[config.mk]
export PLATFORM = sky130hd
export DESIGN_NAME = free_chunk_max_heap
export DESIGN_NICKNAME = d
export VERILOG_FILES = /design/src/rtl/core/fcmh_pkg.sv /design/src/rtl/core/fcmh_ram.sv /design/src/rtl/core/fcmh_datapath.sv /design/src/rtl/core/fcmh_ctrl.sv /design/src/rtl/core/free_chunk_max_heap.sv
export SDC_FILE = /design/constraint.sdc
export NUM_CORES = 2
export LEC_CHECK = 0
export BUFFER_PORTS_ARGS = -buffer_cell sky130_fd_sc_hd__buf_4
export CORE_ASPECT_RATIO = 1.25
export CORE_MARGIN = 2
export CORE_UTILIZATION = 29
export DETAILED_ROUTE_END_ITERATION = 8
export HOLD_SLACK_MARGIN = 0.05
export PLACE_DENSITY_LB_ADDON = 0.15
export SKIP_LAST_GASP = 1
export SLEW_MARGIN = 20
export SYNTH_ARGS = -nofsm -noshare
export SYNTH_HDL_FRONTEND = slang
export SYNTH_SLANG_ARGS = --single-unit
[constraint.sdc]
create_clock -name clock -period 15.65 [get_ports clock]
set_input_delay 3.9125 -clock clock [delete_from_list [all_inputs] [get_ports clock]]
set_output_delay 3.9125 -clock clock [all_outputs]
set_load 0.02 [all_outputs]
[src/rtl/core/fcmh_pkg.sv]
// Shared types, constants and codes for the free chunk max-heap.
package fcmh_pkg;

   localparam int HEAP_ENTRIES    = 16;
   localparam int IDX_W           = $clog2(HEAP_ENTRIES);
   localparam int CNT_W           = $clog2(HEAP_ENTRIES + 1);
   localparam int LEN_W           = 32;
   localparam int BASE_W          = 48;
   localparam int VOL_W           = 36;
   localparam logic [LEN_W-1:0] MIN_REUSE_RESET = 32'd256;

   // Request operation codes
   typedef enum logic [1:0] {
      OP_ADD   = 2'd0,
      OP_TAKE  = 2'd1,
      OP_FLUSH = 2'd2
   } op_type;

   // Response kinds
   typedef enum logic [1:0] {
      KIND_GRANT   = 2'd0,
      KIND_DISCARD = 2'd1,
      KIND_MISS    = 2'd2,
      KIND_DONE    = 2'd3
   } kind_type;

   typedef struct packed {
      logic [BASE_W-1:0] base;
      logic [LEN_W-1:0]  length;
   } entry_type;

   typedef struct packed {
      logic [1:0]        operation;
      logic [LEN_W-1:0]  needed_length;
      logic              chunk_valid;
      logic [BASE_W-1:0] chunk_base;
      logic [LEN_W-1:0]  chunk_length;
   } req_type;

   typedef struct packed {
      logic [1:0]        result_kind;
      logic [BASE_W-1:0] result_base;
      logic [LEN_W-1:0]  result_length;
      logic [CNT_W-1:0]  entry_count;
      logic [VOL_W-1:0]  total_volume;
      logic              last;
   } rsp_type;

   // Datapath register updates
   typedef enum logic [3:0] {
      DP_NONE,
      DP_APPEND,
      DP_SCAN_INIT,
      DP_SCAN_STEP,
      DP_EVICT,
      DP_HIT_KEEP,
      DP_TAKE_ROOT,
      DP_LOAD_LAST,
      DP_SU_MOVE,
      DP_SD_MOVE
   } dp_op_type;

   // Heap read address selection
   typedef enum logic [2:0] {
      RD_ZERO,
      RD_PARENT,
      RD_CHILD,
      RD_SCAN,
      RD_COUNT
   } rd_sel_type;

   // Heap write data selection
   typedef enum logic [1:0] {
      WR_X,
      WR_PARENT,
      WR_CHILD
   } wr_sel_type;

   // Chunk shown on a response
   typedef enum logic [1:0] {
      SRC_NONE,
      SRC_CHUNK,
      SRC_HELD
   } src_type;

   typedef struct packed {
      logic       load_req;
      dp_op_type  dp_op;
      rd_sel_type rd_sel;
      logic       wr_en;
      wr_sel_type wr_sel;
      logic       emit;
      kind_type   emit_kind;
      src_type    emit_src;
      logic       emit_last;
      logic       emit_zero;
   } cmd_type;

   typedef struct packed {
      logic [1:0] op;
      logic       chunk_valid;
      logic       short_chunk;
      logic       full;
      logic       empty;
      logic       hit;
      logic       at_root;
      logic       su_stop;
      logic       sd_leaf;
      logic       sd_stop;
      logic       scan_end;
      logic       slot_free;
   } status_type;

endpackage

[src/rtl/core/fcmh_ram.sv]
// Generic single-write, dual-read RAM with registered read data.
module fcmh_ram #(
   parameter int WIDTH = 8,
   parameter int DEPTH = 16
) (
   input  logic                     clock,
   input  logic                     wr_en,
   input  logic [$clog2(DEPTH)-1:0] wr_addr,
   input  logic [WIDTH-1:0]         wr_data,
   input  logic [$clog2(DEPTH)-1:0] rd_addr_a,
   input  logic [$clog2(DEPTH)-1:0] rd_addr_b,
   output logic [WIDTH-1:0]         rd_data_a,
   output logic [WIDTH-1:0]         rd_data_b
);

   logic [WIDTH-1:0] mem_ff [DEPTH];
   logic [WIDTH-1:0] rd_a_ff;
   logic [WIDTH-1:0] rd_b_ff;

   // write one entry, read two
   always_ff @(posedge clock) begin
      if (wr_en) begin
         mem_ff[wr_addr] <= wr_data;
      end
      rd_a_ff <= mem_ff[rd_addr_a];
      rd_b_ff <= mem_ff[rd_addr_b];
   end

   assign rd_data_a = rd_a_ff;
   assign rd_data_b = rd_b_ff;

endmodule

[src/rtl/core/fcmh_datapath.sv]
// Heap storage, count, volume, sift registers and response register.
module fcmh_datapath (
   input  logic                 clock,
   input  logic                 reset,
   input  fcmh_pkg::req_type    req_data,
   output fcmh_pkg::rsp_type    rsp_data,
   output logic                 rsp_valid,
   input  logic                 rsp_ready,
   input  logic                 csr_write_enable,
   input  logic [31:0]          csr_write_data,
   input  fcmh_pkg::cmd_type    cmd,
   output fcmh_pkg::status_type status
);

   localparam int IW = fcmh_pkg::IDX_W;
   localparam int CW = fcmh_pkg::CNT_W;
   localparam int VW = fcmh_pkg::VOL_W;

   fcmh_pkg::req_type   req_ff;
   fcmh_pkg::entry_type x_ff;
   fcmh_pkg::entry_type x_in;
   fcmh_pkg::entry_type held_ff;
   fcmh_pkg::entry_type held_in;
   fcmh_pkg::entry_type best_ff;
   fcmh_pkg::entry_type best_in;
   fcmh_pkg::entry_type rd_a;
   fcmh_pkg::entry_type rd_b;
   fcmh_pkg::entry_type chunk;
   fcmh_pkg::entry_type child;
   fcmh_pkg::entry_type wr_data;
   fcmh_pkg::rsp_type   rsp_ff;
   fcmh_pkg::rsp_type   rsp_in;
   logic                rsp_valid_ff;
   logic                rsp_valid_in;
   logic [31:0]         min_ff;
   logic [CW-1:0]       count_ff;
   logic [CW-1:0]       count_in;
   logic [VW-1:0]       vol_ff;
   logic [VW-1:0]       vol_in;
   logic [IW-1:0]       pos_ff;
   logic [IW-1:0]       pos_in;
   logic [IW-1:0]       scan_ff;
   logic [IW-1:0]       scan_in;
   logic [IW-1:0]       best_idx_ff;
   logic [IW-1:0]       best_idx_in;
   logic [IW-1:0]       parent;
   logic [IW-1:0]       addr_a;
   logic [IW-1:0]       addr_b;
   logic [CW-1:0]       pos_c;
   logic [CW-1:0]       l_full;
   logic [CW-1:0]       r_full;
   logic                pick_r;
   logic                slot_free;

   assign chunk.base   = req_ff.chunk_base;
   assign chunk.length = req_ff.chunk_length;
   assign pos_c        = CW'(pos_ff);
   assign l_full       = (pos_c << 1) + CW'(1);
   assign r_full       = l_full + CW'(1);
   assign parent       = IW'((pos_ff - IW'(1)) >> 1);
   assign pick_r       = (r_full < count_ff) && (rd_a.length < rd_b.length);
   assign child        = pick_r ? rd_b : rd_a;
   assign slot_free    = !rsp_valid_ff || rsp_ready;

   // select read addresses
   always_comb begin
      addr_a = '0;
      addr_b = '0;
      case (cmd.rd_sel)
         fcmh_pkg::RD_ZERO:   addr_a = '0;
         fcmh_pkg::RD_PARENT: addr_a = parent;
         fcmh_pkg::RD_CHILD: begin
            addr_a = l_full[IW-1:0];
            addr_b = r_full[IW-1:0];
         end
         fcmh_pkg::RD_SCAN:   addr_a = scan_ff;
         fcmh_pkg::RD_COUNT:  addr_a = count_ff[IW-1:0];
         default:             addr_a = '0;
      endcase
   end

   // select write data
   always_comb begin
      case (cmd.wr_sel)
         fcmh_pkg::WR_X:      wr_data = x_ff;
         fcmh_pkg::WR_PARENT: wr_data = rd_a;
         fcmh_pkg::WR_CHILD:  wr_data = child;
         default:             wr_data = x_ff;
      endcase
   end

   fcmh_ram #(
      .WIDTH($bits(fcmh_pkg::entry_type)),
      .DEPTH(fcmh_pkg::HEAP_ENTRIES)
   ) u_heap (
      .clock     (clock),
      .wr_en     (cmd.wr_en),
      .wr_addr   (pos_ff),
      .wr_data   (wr_data),
      .rd_addr_a (addr_a),
      .rd_addr_b (addr_b),
      .rd_data_a (rd_a),
      .rd_data_b (rd_b)
   );

   // register updates per command
   always_comb begin
      count_in    = count_ff;
      vol_in      = vol_ff;
      pos_in      = pos_ff;
      x_in        = x_ff;
      held_in     = held_ff;
      scan_in     = scan_ff;
      best_in     = best_ff;
      best_idx_in = best_idx_ff;
      case (cmd.dp_op)
         fcmh_pkg::DP_APPEND: begin
            pos_in   = count_ff[IW-1:0];
            count_in = count_ff + CW'(1);
            vol_in   = vol_ff + VW'(chunk.length);
            x_in     = chunk;
         end
         fcmh_pkg::DP_SCAN_INIT: scan_in = IW'(fcmh_pkg::HEAP_ENTRIES - 1);
         fcmh_pkg::DP_SCAN_STEP: begin
            if (scan_ff == IW'(fcmh_pkg::HEAP_ENTRIES - 1) || rd_a.length < best_ff.length) begin
               best_in     = rd_a;
               best_idx_in = scan_ff;
            end
            scan_in = scan_ff - IW'(1);
         end
         fcmh_pkg::DP_EVICT: begin
            held_in = best_ff;
            vol_in  = vol_ff - VW'(best_ff.length) + VW'(chunk.length);
            pos_in  = best_idx_ff;
            x_in    = chunk;
         end
         fcmh_pkg::DP_HIT_KEEP: begin
            held_in = rd_a;
            vol_in  = vol_ff - VW'(rd_a.length) + VW'(chunk.length);
            pos_in  = '0;
            x_in    = chunk;
         end
         fcmh_pkg::DP_TAKE_ROOT: begin
            held_in  = rd_a;
            vol_in   = vol_ff - VW'(rd_a.length);
            count_in = count_ff - CW'(1);
         end
         fcmh_pkg::DP_LOAD_LAST: begin
            x_in   = rd_a;
            pos_in = '0;
         end
         fcmh_pkg::DP_SU_MOVE: pos_in = parent;
         fcmh_pkg::DP_SD_MOVE: pos_in = pick_r ? r_full[IW-1:0] : l_full[IW-1:0];
         default: ;
      endcase
   end

   // build the next response
   always_comb begin
      rsp_in       = rsp_ff;
      rsp_valid_in = rsp_valid_ff && !rsp_ready;
      if (cmd.emit && slot_free) begin
         rsp_valid_in         = 1'b1;
         rsp_in.result_kind   = cmd.emit_kind;
         rsp_in.result_base   = '0;
         rsp_in.result_length = '0;
         case (cmd.emit_src)
            fcmh_pkg::SRC_CHUNK: begin
               rsp_in.result_base   = chunk.base;
               rsp_in.result_length = chunk.length;
            end
            fcmh_pkg::SRC_HELD: begin
               rsp_in.result_base   = held_ff.base;
               rsp_in.result_length = held_ff.length;
            end
            default: ;
         endcase
         rsp_in.entry_count  = cmd.emit_zero ? '0 : count_ff;
         rsp_in.total_volume = cmd.emit_zero ? '0 : vol_ff;
         rsp_in.last         = cmd.emit_last;
      end
   end

   // hold control state
   always_ff @(posedge clock) begin
      if (reset) begin
         count_ff     <= '0;
         vol_ff       <= '0;
         min_ff       <= fcmh_pkg::MIN_REUSE_RESET;
         rsp_valid_ff <= 1'b0;
      end else begin
         count_ff     <= count_in;
         vol_ff       <= vol_in;
         rsp_valid_ff <= rsp_valid_in;
         if (csr_write_enable) begin
            min_ff <= csr_write_data;
         end
      end
   end

   // hold payload
   always_ff @(posedge clock) begin
      if (cmd.load_req) begin
         req_ff <= req_data;
      end
      pos_ff      <= pos_in;
      x_ff        <= x_in;
      held_ff     <= held_in;
      scan_ff     <= scan_in;
      best_ff     <= best_in;
      best_idx_ff <= best_idx_in;
      rsp_ff      <= rsp_in;
   end

   assign rsp_data  = rsp_ff;
   assign rsp_valid = rsp_valid_ff;

   assign status.op          = req_ff.operation;
   assign status.chunk_valid = req_ff.chunk_valid;
   assign status.short_chunk = req_ff.chunk_length <= min_ff;
   assign status.full        = count_ff >= CW'(fcmh_pkg::HEAP_ENTRIES);
   assign status.empty       = count_ff == '0;
   assign status.hit         = (count_ff != '0) && (rd_a.length >= req_ff.needed_length);
   assign status.at_root     = pos_ff == '0;
   assign status.su_stop     = x_ff.length < rd_a.length;
   assign status.sd_leaf     = pos_c >= (count_ff >> 1);
   assign status.sd_stop     = !(x_ff.length < child.length);
   assign status.scan_end    = scan_ff == IW'(fcmh_pkg::HEAP_ENTRIES / 2 + 1);
   assign status.slot_free   = slot_free;

   a_count_bound: assert property (@(posedge clock) disable iff (reset)
      count_ff <= CW'(fcmh_pkg::HEAP_ENTRIES))
      else $error("heap count beyond capacity");

   a_empty_no_volume: assert property (@(posedge clock) disable iff (reset)
      (count_ff == '0) |-> (vol_ff == '0))
      else $error("volume left on an empty heap");

   a_no_write_on_load: assert property (@(posedge clock) disable iff (reset)
      cmd.load_req |-> !cmd.wr_en)
      else $error("heap written while taking a request");

endmodule

[src/rtl/core/fcmh_ctrl.sv]
// Sequencer for add, take and flush requests over the heap datapath.
module fcmh_ctrl (
   input  logic                 clock,
   input  logic                 reset,
   input  logic                 req_valid,
   output logic                 req_ready,
   input  fcmh_pkg::status_type status,
   output fcmh_pkg::cmd_type    cmd
);

   typedef enum logic [4:0] {
      S_IDLE, S_DISPATCH, S_ADD, S_SCAN_RD, S_SCAN_CMP, S_EVICT, S_EMIT_EVICT,
      S_SU_RD, S_SU_CMP, S_TK_RD, S_TK_CHK, S_EMIT_RESID, S_POP_RD, S_POP_LD,
      S_SD_RD, S_SD_CMP, S_EMIT_GRANT, S_FL_RD, S_FL_TAKE, S_EMIT_FLUSH,
      S_EMIT_MISS, S_EMIT_DONE
   } state_type;

   state_type state_ff, state_in;
   logic      hit_ff, hit_in;
   logic      evicted_ff, evicted_in;
   state_type add_exit;
   state_type sd_exit;
   logic      is_add;

   assign is_add   = status.op == fcmh_pkg::OP_ADD;
   assign add_exit = is_add ? (evicted_ff ? S_IDLE : S_EMIT_DONE) : S_EMIT_MISS;
   assign sd_exit  = (status.op == fcmh_pkg::OP_TAKE) ? S_EMIT_GRANT : S_EMIT_FLUSH;
   assign req_ready = state_ff == S_IDLE;

   // next state and commands
   always_comb begin
      state_in      = state_ff;
      hit_in        = hit_ff;
      evicted_in    = evicted_ff;
      cmd           = '0;
      cmd.dp_op     = fcmh_pkg::DP_NONE;
      cmd.rd_sel    = fcmh_pkg::RD_ZERO;
      cmd.wr_sel    = fcmh_pkg::WR_X;
      cmd.emit_kind = fcmh_pkg::KIND_DONE;
      cmd.emit_src  = fcmh_pkg::SRC_NONE;
      case (state_ff)
         S_IDLE: begin
            if (req_valid) begin
               cmd.load_req = 1'b1;
               state_in     = S_DISPATCH;
            end
         end
         S_DISPATCH: begin
            hit_in     = 1'b0;
            evicted_in = 1'b0;
            if (status.op == fcmh_pkg::OP_ADD) begin
               state_in = status.chunk_valid ? S_ADD : S_EMIT_DONE;
            end else if (status.op == fcmh_pkg::OP_TAKE) begin
               state_in = S_TK_RD;
            end else if (status.op == fcmh_pkg::OP_FLUSH && !status.empty) begin
               state_in = S_FL_RD;
            end else begin
               state_in = S_EMIT_DONE;
            end
         end
         S_ADD: begin
            if (status.short_chunk) begin
               state_in = S_EMIT_RESID;
            end else if (!status.full) begin
               cmd.dp_op = fcmh_pkg::DP_APPEND;
               state_in  = S_SU_RD;
            end else begin
               cmd.dp_op = fcmh_pkg::DP_SCAN_INIT;
               state_in  = S_SCAN_RD;
            end
         end
         S_SCAN_RD: begin
            cmd.rd_sel = fcmh_pkg::RD_SCAN;
            state_in   = S_SCAN_CMP;
         end
         S_SCAN_CMP: begin
            cmd.dp_op = fcmh_pkg::DP_SCAN_STEP;
            state_in  = status.scan_end ? S_EVICT : S_SCAN_RD;
         end
         S_EVICT: begin
            cmd.dp_op  = fcmh_pkg::DP_EVICT;
            evicted_in = 1'b1;
            state_in   = S_EMIT_EVICT;
         end
         S_EMIT_EVICT: begin
            cmd.emit      = 1'b1;
            cmd.emit_kind = fcmh_pkg::KIND_DISCARD;
            cmd.emit_src  = fcmh_pkg::SRC_HELD;
            cmd.emit_last = is_add;
            if (status.slot_free) begin
               state_in = S_SU_RD;
            end
         end
         S_SU_RD: begin
            if (status.at_root) begin
               cmd.wr_en = 1'b1;
               state_in  = add_exit;
            end else begin
               cmd.rd_sel = fcmh_pkg::RD_PARENT;
               state_in   = S_SU_CMP;
            end
         end
         S_SU_CMP: begin
            cmd.wr_en = 1'b1;
            if (status.su_stop) begin
               state_in = add_exit;
            end else begin
               cmd.wr_sel = fcmh_pkg::WR_PARENT;
               cmd.dp_op  = fcmh_pkg::DP_SU_MOVE;
               state_in   = S_SU_RD;
            end
         end
         S_TK_RD: begin
            cmd.rd_sel = fcmh_pkg::RD_ZERO;
            state_in   = S_TK_CHK;
         end
         S_TK_CHK: begin
            if (status.hit) begin
               hit_in = 1'b1;
               if (status.chunk_valid && !status.short_chunk) begin
                  cmd.dp_op = fcmh_pkg::DP_HIT_KEEP;
                  state_in  = S_SD_RD;
               end else begin
                  cmd.dp_op = fcmh_pkg::DP_TAKE_ROOT;
                  state_in  = status.chunk_valid ? S_EMIT_RESID : S_POP_RD;
               end
            end else begin
               state_in = status.chunk_valid ? S_ADD : S_EMIT_MISS;
            end
         end
         S_EMIT_RESID: begin
            cmd.emit      = 1'b1;
            cmd.emit_kind = fcmh_pkg::KIND_DISCARD;
            cmd.emit_src  = fcmh_pkg::SRC_CHUNK;
            cmd.emit_last = is_add;
            if (status.slot_free) begin
               state_in = is_add ? S_IDLE : (hit_ff ? S_POP_RD : S_EMIT_MISS);
            end
         end
         S_POP_RD: begin
            cmd.rd_sel = fcmh_pkg::RD_COUNT;
            state_in   = S_POP_LD;
         end
         S_POP_LD: begin
            cmd.dp_op = fcmh_pkg::DP_LOAD_LAST;
            state_in  = S_SD_RD;
         end
         S_SD_RD: begin
            if (status.sd_leaf) begin
               cmd.wr_en = 1'b1;
               state_in  = sd_exit;
            end else begin
               cmd.rd_sel = fcmh_pkg::RD_CHILD;
               state_in   = S_SD_CMP;
            end
         end
         S_SD_CMP: begin
            cmd.wr_en = 1'b1;
            if (status.sd_stop) begin
               state_in = sd_exit;
            end else begin
               cmd.wr_sel = fcmh_pkg::WR_CHILD;
               cmd.dp_op  = fcmh_pkg::DP_SD_MOVE;
               state_in   = S_SD_RD;
            end
         end
         S_EMIT_GRANT: begin
            cmd.emit      = 1'b1;
            cmd.emit_kind = fcmh_pkg::KIND_GRANT;
            cmd.emit_src  = fcmh_pkg::SRC_HELD;
            cmd.emit_last = 1'b1;
            if (status.slot_free) begin
               state_in = S_IDLE;
            end
         end
         S_FL_RD: begin
            cmd.rd_sel = fcmh_pkg::RD_ZERO;
            state_in   = S_FL_TAKE;
         end
         S_FL_TAKE: begin
            cmd.dp_op = fcmh_pkg::DP_TAKE_ROOT;
            state_in  = S_POP_RD;
         end
         S_EMIT_FLUSH: begin
            cmd.emit      = 1'b1;
            cmd.emit_kind = fcmh_pkg::KIND_DISCARD;
            cmd.emit_src  = fcmh_pkg::SRC_HELD;
            cmd.emit_last = status.empty;
            cmd.emit_zero = 1'b1;
            if (status.slot_free) begin
               state_in = status.empty ? S_IDLE : S_FL_RD;
            end
         end
         S_EMIT_MISS: begin
            cmd.emit      = 1'b1;
            cmd.emit_kind = fcmh_pkg::KIND_MISS;
            cmd.emit_last = 1'b1;
            if (status.slot_free) begin
               state_in = S_IDLE;
            end
         end
         S_EMIT_DONE: begin
            cmd.emit      = 1'b1;
            cmd.emit_kind = fcmh_pkg::KIND_DONE;
            cmd.emit_last = 1'b1;
            if (status.slot_free) begin
               state_in = S_IDLE;
            end
         end
         default: state_in = S_IDLE;
      endcase
   end

   // hold state and flags
   always_ff @(posedge clock) begin
      if (reset) begin
         state_ff   <= S_IDLE;
         hit_ff     <= 1'b0;
         evicted_ff <= 1'b0;
      end else begin
         state_ff   <= state_in;
         hit_ff     <= hit_in;
         evicted_ff <= evicted_in;
      end
   end

endmodule

[src/rtl/core/free_chunk_max_heap.sv]
// Top level of the free chunk max-heap: controller, datapath and heap memory.
//
// Usage:
//  - req_ channel (valid/ready) carries one request: add a chunk, take a chunk
//    of at least needed_length, or flush every held chunk.
//  - rsp_ channel (valid/ready) returns one or more responses per request,
//    the final one marked by last; entry_count and total_volume show the heap
//    after the whole request.
//  - csr_write_enable/csr_write_data set the reuse threshold; write only when
//    the block is idle.
// Timing: one request at a time; req_ready is high only between requests.
//  A full-heap add runs a seven-leaf scan for the shortest leaf, then a
//  sift-up; a take with pop sifts down; a flush pops every held entry in
//  turn. Each scan and sift step is bounded by the single heap memory,
//  whose read data is registered, so a read state precedes each compare.
// Reset: synchronous; the heap empties, volume clears, threshold returns to
//  256. Heap contents need no clearing.
// Stall: a response register decouples the output; while the receiver holds
//  rsp_ready low the sequencer waits before loading the next response.
module free_chunk_max_heap (
   input  logic              clock,
   input  logic              reset,
   input  logic              req_valid,
   output logic              req_ready,
   input  fcmh_pkg::req_type req_data,
   output logic              rsp_valid,
   input  logic              rsp_ready,
   output fcmh_pkg::rsp_type rsp_data,
   input  logic              csr_write_enable,
   input  logic [31:0]       csr_write_data
);

   fcmh_pkg::cmd_type    cmd;
   fcmh_pkg::status_type status;

   fcmh_ctrl u_ctrl (
      .clock     (clock),
      .reset     (reset),
      .req_valid (req_valid),
      .req_ready (req_ready),
      .status    (status),
      .cmd       (cmd)
   );

   fcmh_datapath u_datapath (
      .clock            (clock),
      .reset            (reset),
      .req_data         (req_data),
      .rsp_data         (rsp_data),
      .rsp_valid        (rsp_valid),
      .rsp_ready        (rsp_ready),
      .csr_write_enable (csr_write_enable),
      .csr_write_data   (csr_write_data),
      .cmd              (cmd),
      .status           (status)
   );

endmodule

==> metrics.md <==
| Metric | Value |
|---|---|
| Worst Path Arrival | 10.21 ns |
| Post-synth EDFFs | 1,771 |
| Skew-Pair Late Insertion Delay | 0.90 ns |
| Pwr dens | 161 mW/mm² |
| Commonest cells after routing, fill and taps aside | edfxtp_1, nand2_1, o21ai_0 |
| Slack of the critical path | 6.18 ns |
| Pin count of the biggest net entering global routing | 217 |
| Critical Path RT | 16.39 ns |
| Peak VDD IR | 108 µV |
| HP Start | u_ctrl.hit_ff |
| IO Count | 278 |
| Fin Hold WS | 0.483 ns |
| Final Core Density | 0.337 |
| Worst setup startpoint | u_datapath.pos_ff[0] |
| Outcome | completed |
| CTS resizes | 0 |
| Hold-fix buffers, CTS | 0 |
| Internal power | 11,600 µW |
| Die area | 0.331 mm² |
| Detail Route Antenna Nets | 0 |
| CTS Buffer Depth | 4 |
| Fin. Hold Viols | 0 |
| R2R depth | 28 |
| Per-cell routed wire length | 25.6 µm |
| Period utilization | 0.605 |
| Comb pwr share | 0.281 |
| Hold endpoint | u_ctrl.hit_ff |
| Seq/Total Area, Yosys | 0.612 |
| Gr ovfl total | 0 |
| Worst rel slew slack | 0.235 |
| Post-Syn Nets | 8,719 |
| Syn Area/Cell | 11.5 µm² |
| HPWL reported at the end of detailed placement | 191,000 µm |
| Critical path class | reg2reg |
| P&R area growth vs syn | 15.5% |
| Nets@finish | 8,871 |
| Clock sinks | 2,012 |
| RSZ-0062 raised after global routing | no |
| Sequential power share | 0.408 |
| Maximum clock frequency | 0.106 GHz |
| Ys Warns | 0 |
| TritonCTS clock tree | built |
| Crit Reg-Reg Endpoint | u_datapath.u_heap.mem_ff[11][51] |
| Switching share of power | 0.340 |
| Max_cap viols | 0 |
| Post-CTS setup buffers | 0 |
| Initial core utilization | 0.292 |
| Setup Skew | 0.0697 ns |
| Vias per inst | 5.23 |
| First-pass GRT wire length | 470,000 µm |
| Post-synthesis cell type count | 91 |
| CP max-delay cell | edfxtp_1 |
| Crit start category | flip-flop |
| GRT Overall Usage | 0.192 |
| Worst r2r src | u_datapath.pos_ff[0] |
| DRT Pass-1 Iters | 6 |
| Top FF cell, synth | edfxtp_1 |
| Crit. End Element | flip-flop |
| Final wirelength | 328,000 µm |
| CP max stage delay | 0.76 ns |
| Root buf cell | clkbuf_16 |
| Worst slack, placed | 6.12 ns |
| Core footprint | 0.325 mm² |
| Initial antenna violation count | 9 |
| Cell Area, Synth | 0.0948 mm² |
| Number of global-route vias before repair | 66,544 |
| Worst slew pin tran | 1.15 ns |
| Cells after synthesis | 8,219 |
| Final setup fails | 0 |
| Via Count | 67,047 |
| Final max-slew violation count | 0 |
| Clock share of power | 0.310 |
| Flops & latches, synth | 2,012 |
| DRC viols | 0 |
| Hold Path Class | reg2reg |
| CTS Buf Count | 229 |
| Die width | 515 µm |
| PortBufs | 277 |
| Max H-tree Level | 4 |
| P_sw | 6000 µW |
| Final Critical Period | 9.47 ns |
| Cell mode on critical path | buf_4 |
| RD Place Congestion | 0.874 |
| FF-to-FF setup slack | 6.18 ns |
| Initial DRC count | 5,757 |
| Hold Crit Depth | 2 |
| Die Y | 643 µm |
| CTS clk-pin slew, worst paths | 0.06 ns |
| Commonest non-fill, non-tap cell in the layout | edfxtp_1 |
| LEAKAGE | 0.0388 µW |
| Rows | 234 |
| Largest fanout on the critical path | 67 |
| Asr flop ratio synth | 0 |
| Total Neg Setup Slack | 0 ns |
| Share of layout cells above drive strength 1 | 0.120 |
## layout make-up
class	instances	area, µm²
Fill cell	32151	216000
Sequential cell	2012	58000
Multi-Input combinational cell	5347	33800
Clock buffer	301	6240
Tap cell	4248	5320
Timing Repair Buffer	440	3490
Clock inverter	123	1330
Inverter	341	1290
Antenna cell	2	5.00
## power groups by stage
| stage | clock network, µW | registers [µW] | logic (µW) |
|---|---|---|---|
| 2_1_floorplan | 0 | 7150 | 3210 |
| 3_3_place_gp | 0 | 7290 | 4910 |
| 3_5_place_dp | 0 | 7290 | 4950 |
| 4_1_cts | 5620 | 7190 | 4980 |
| 5_1_grt | 5810 | 7240 | 5470 |
| 6_report | 5470 | 7190 | 4960 |
## per-stage QoR
| step | std cells | area [µm²] | power (µW) |
|---|---|---|---|
| 5_1_grt | 12813 | 109000 | 18500 |
| 3_3_place_gp | 12387 | 102000 | 12200 |
| 4_1_cts | 12811 | 109000 | 17800 |
| 6_report | 12814 | 109000 | 17600 |
| 3_5_place_dp | 12387 | 102000 | 12200 |
| 2_1_floorplan | 8219 | 94800 | 10400 |
## state kept, by name, summed over array words and instances, names as in the netlist, 36 cells and up
register,count
u_datapath.best_ff,80
u_datapath.vol_ff,36
u_datapath.u_heap.rd_data_a,80
u_datapath.x_ff,80
u_datapath.u_heap.rd_data_b,80
u_datapath.chunk,80
u_datapath.held_ff,80
u_datapath.u_heap.mem_ff,1280
u_datapath.rsp_data,124
## worst max-delay path by stage
stage	end	slack [ns]	cells past startpoint
6_report	u_datapath.u_heap.mem_ff[11][51]	6.18	28
5_1_grt	u_datapath.u_heap.mem_ff[11][51]	5.36	28
4_1_cts	u_datapath.u_heap.mem_ff[11][51]	6.10	28
3_5_place_dp	u_datapath.u_heap.mem_ff[8][51]	6.12	28
3_3_place_gp	u_datapath.u_heap.mem_ff[13][49]	5.82	26
2_1_floorplan	u_datapath.rsp_data[0]	5.91	2
## cells in the mapped netlist, drive strengths merged, types with 6 or more instances
| library cell | n | share of area |
|---|---|---|
| a21oi | 422 | 0.022 |
| o21a | 20 | 0.0016 |
| a211oi | 436 | 0.035 |
| nor4 | 15 | 0.00099 |
| buf | 51 | 0.0029 |
| mux2i | 34 | 0.0036 |
| inv | 339 | 0.013 |
| o211ai | 20 | 0.0016 |
| or3 | 10 | 0.00066 |
| clkbuf | 468 | 0.019 |
| a31oi | 181 | 0.012 |
| dfxtp | 241 | 0.051 |
| o31ai | 9 | 0.00071 |
| nand4 | 33 | 0.0022 |
| edfxtp | 1771 | 0.56 |
| nor2b | 18 | 0.0012 |
| or2 | 7 | 0.00046 |
| a21o | 90 | 0.0071 |
| or4 | 8 | 0.00067 |
| a22oi | 99 | 0.0078 |
| nand3 | 134 | 0.0072 |
| and3 | 12 | 0.00079 |
| o21bai | 21 | 0.0017 |
| o22ai | 10 | 0.00066 |
| and2 | 330 | 0.022 |
| o21ai | 448 | 0.024 |
| nor2 | 320 | 0.013 |
| xor2 | 31 | 0.0029 |
| fa | 35 | 0.0074 |
| a221oi | 38 | 0.0042 |
| nand2b | 29 | 0.0019 |
| mux2 | 82 | 0.0097 |
| a21boi | 6 | 0.00048 |
| a311oi | 168 | 0.016 |
| a2111oi | 9 | 0.00090 |
| mux4 | 80 | 0.019 |
| nor3 | 54 | 0.0032 |
| a221o | 6 | 0.00063 |
| and4 | 7 | 0.00065 |
| ha | 313 | 0.041 |
| a211o | 8 | 0.00074 |
| xnor2 | 71 | 0.0066 |
| nand2 | 1680 | 0.067 |
## cell families after synthesis
group,synth area share
xor gates and xnor gates,0.00943
DFF,0.612
muxes,0.0323
AOI/OAI and AO/OA,0.141
and+or+nand+nor,0.122
adders and majority gates,0.0487
buffers and inverters,0.0349
## critical path: cells and delay by family, from the launching register on
| family | cells | cell delay, ns |
|---|---|---|
| compound gates | 11 | 2.99 |
| buf+inv | 8 | 2.77 |
| simple gates | 5 | 1.46 |
| fa+ha+maj | 4 | 1.26 |
| flops | 1 | 0.76 |
## metal layers
metal	vias up	part of all wire	GRT usage	wire, µm
met4	0	0.029	0.0566	9590
met2	2177	0.47	0.313	152000
met5	-	0	0	0
met3	469	0.054	0.0251	17600
li1	30624	-	-	-
met1	33777	0.45	0.265	148000
No activity file was read; power rests on OpenSTA's default activity.
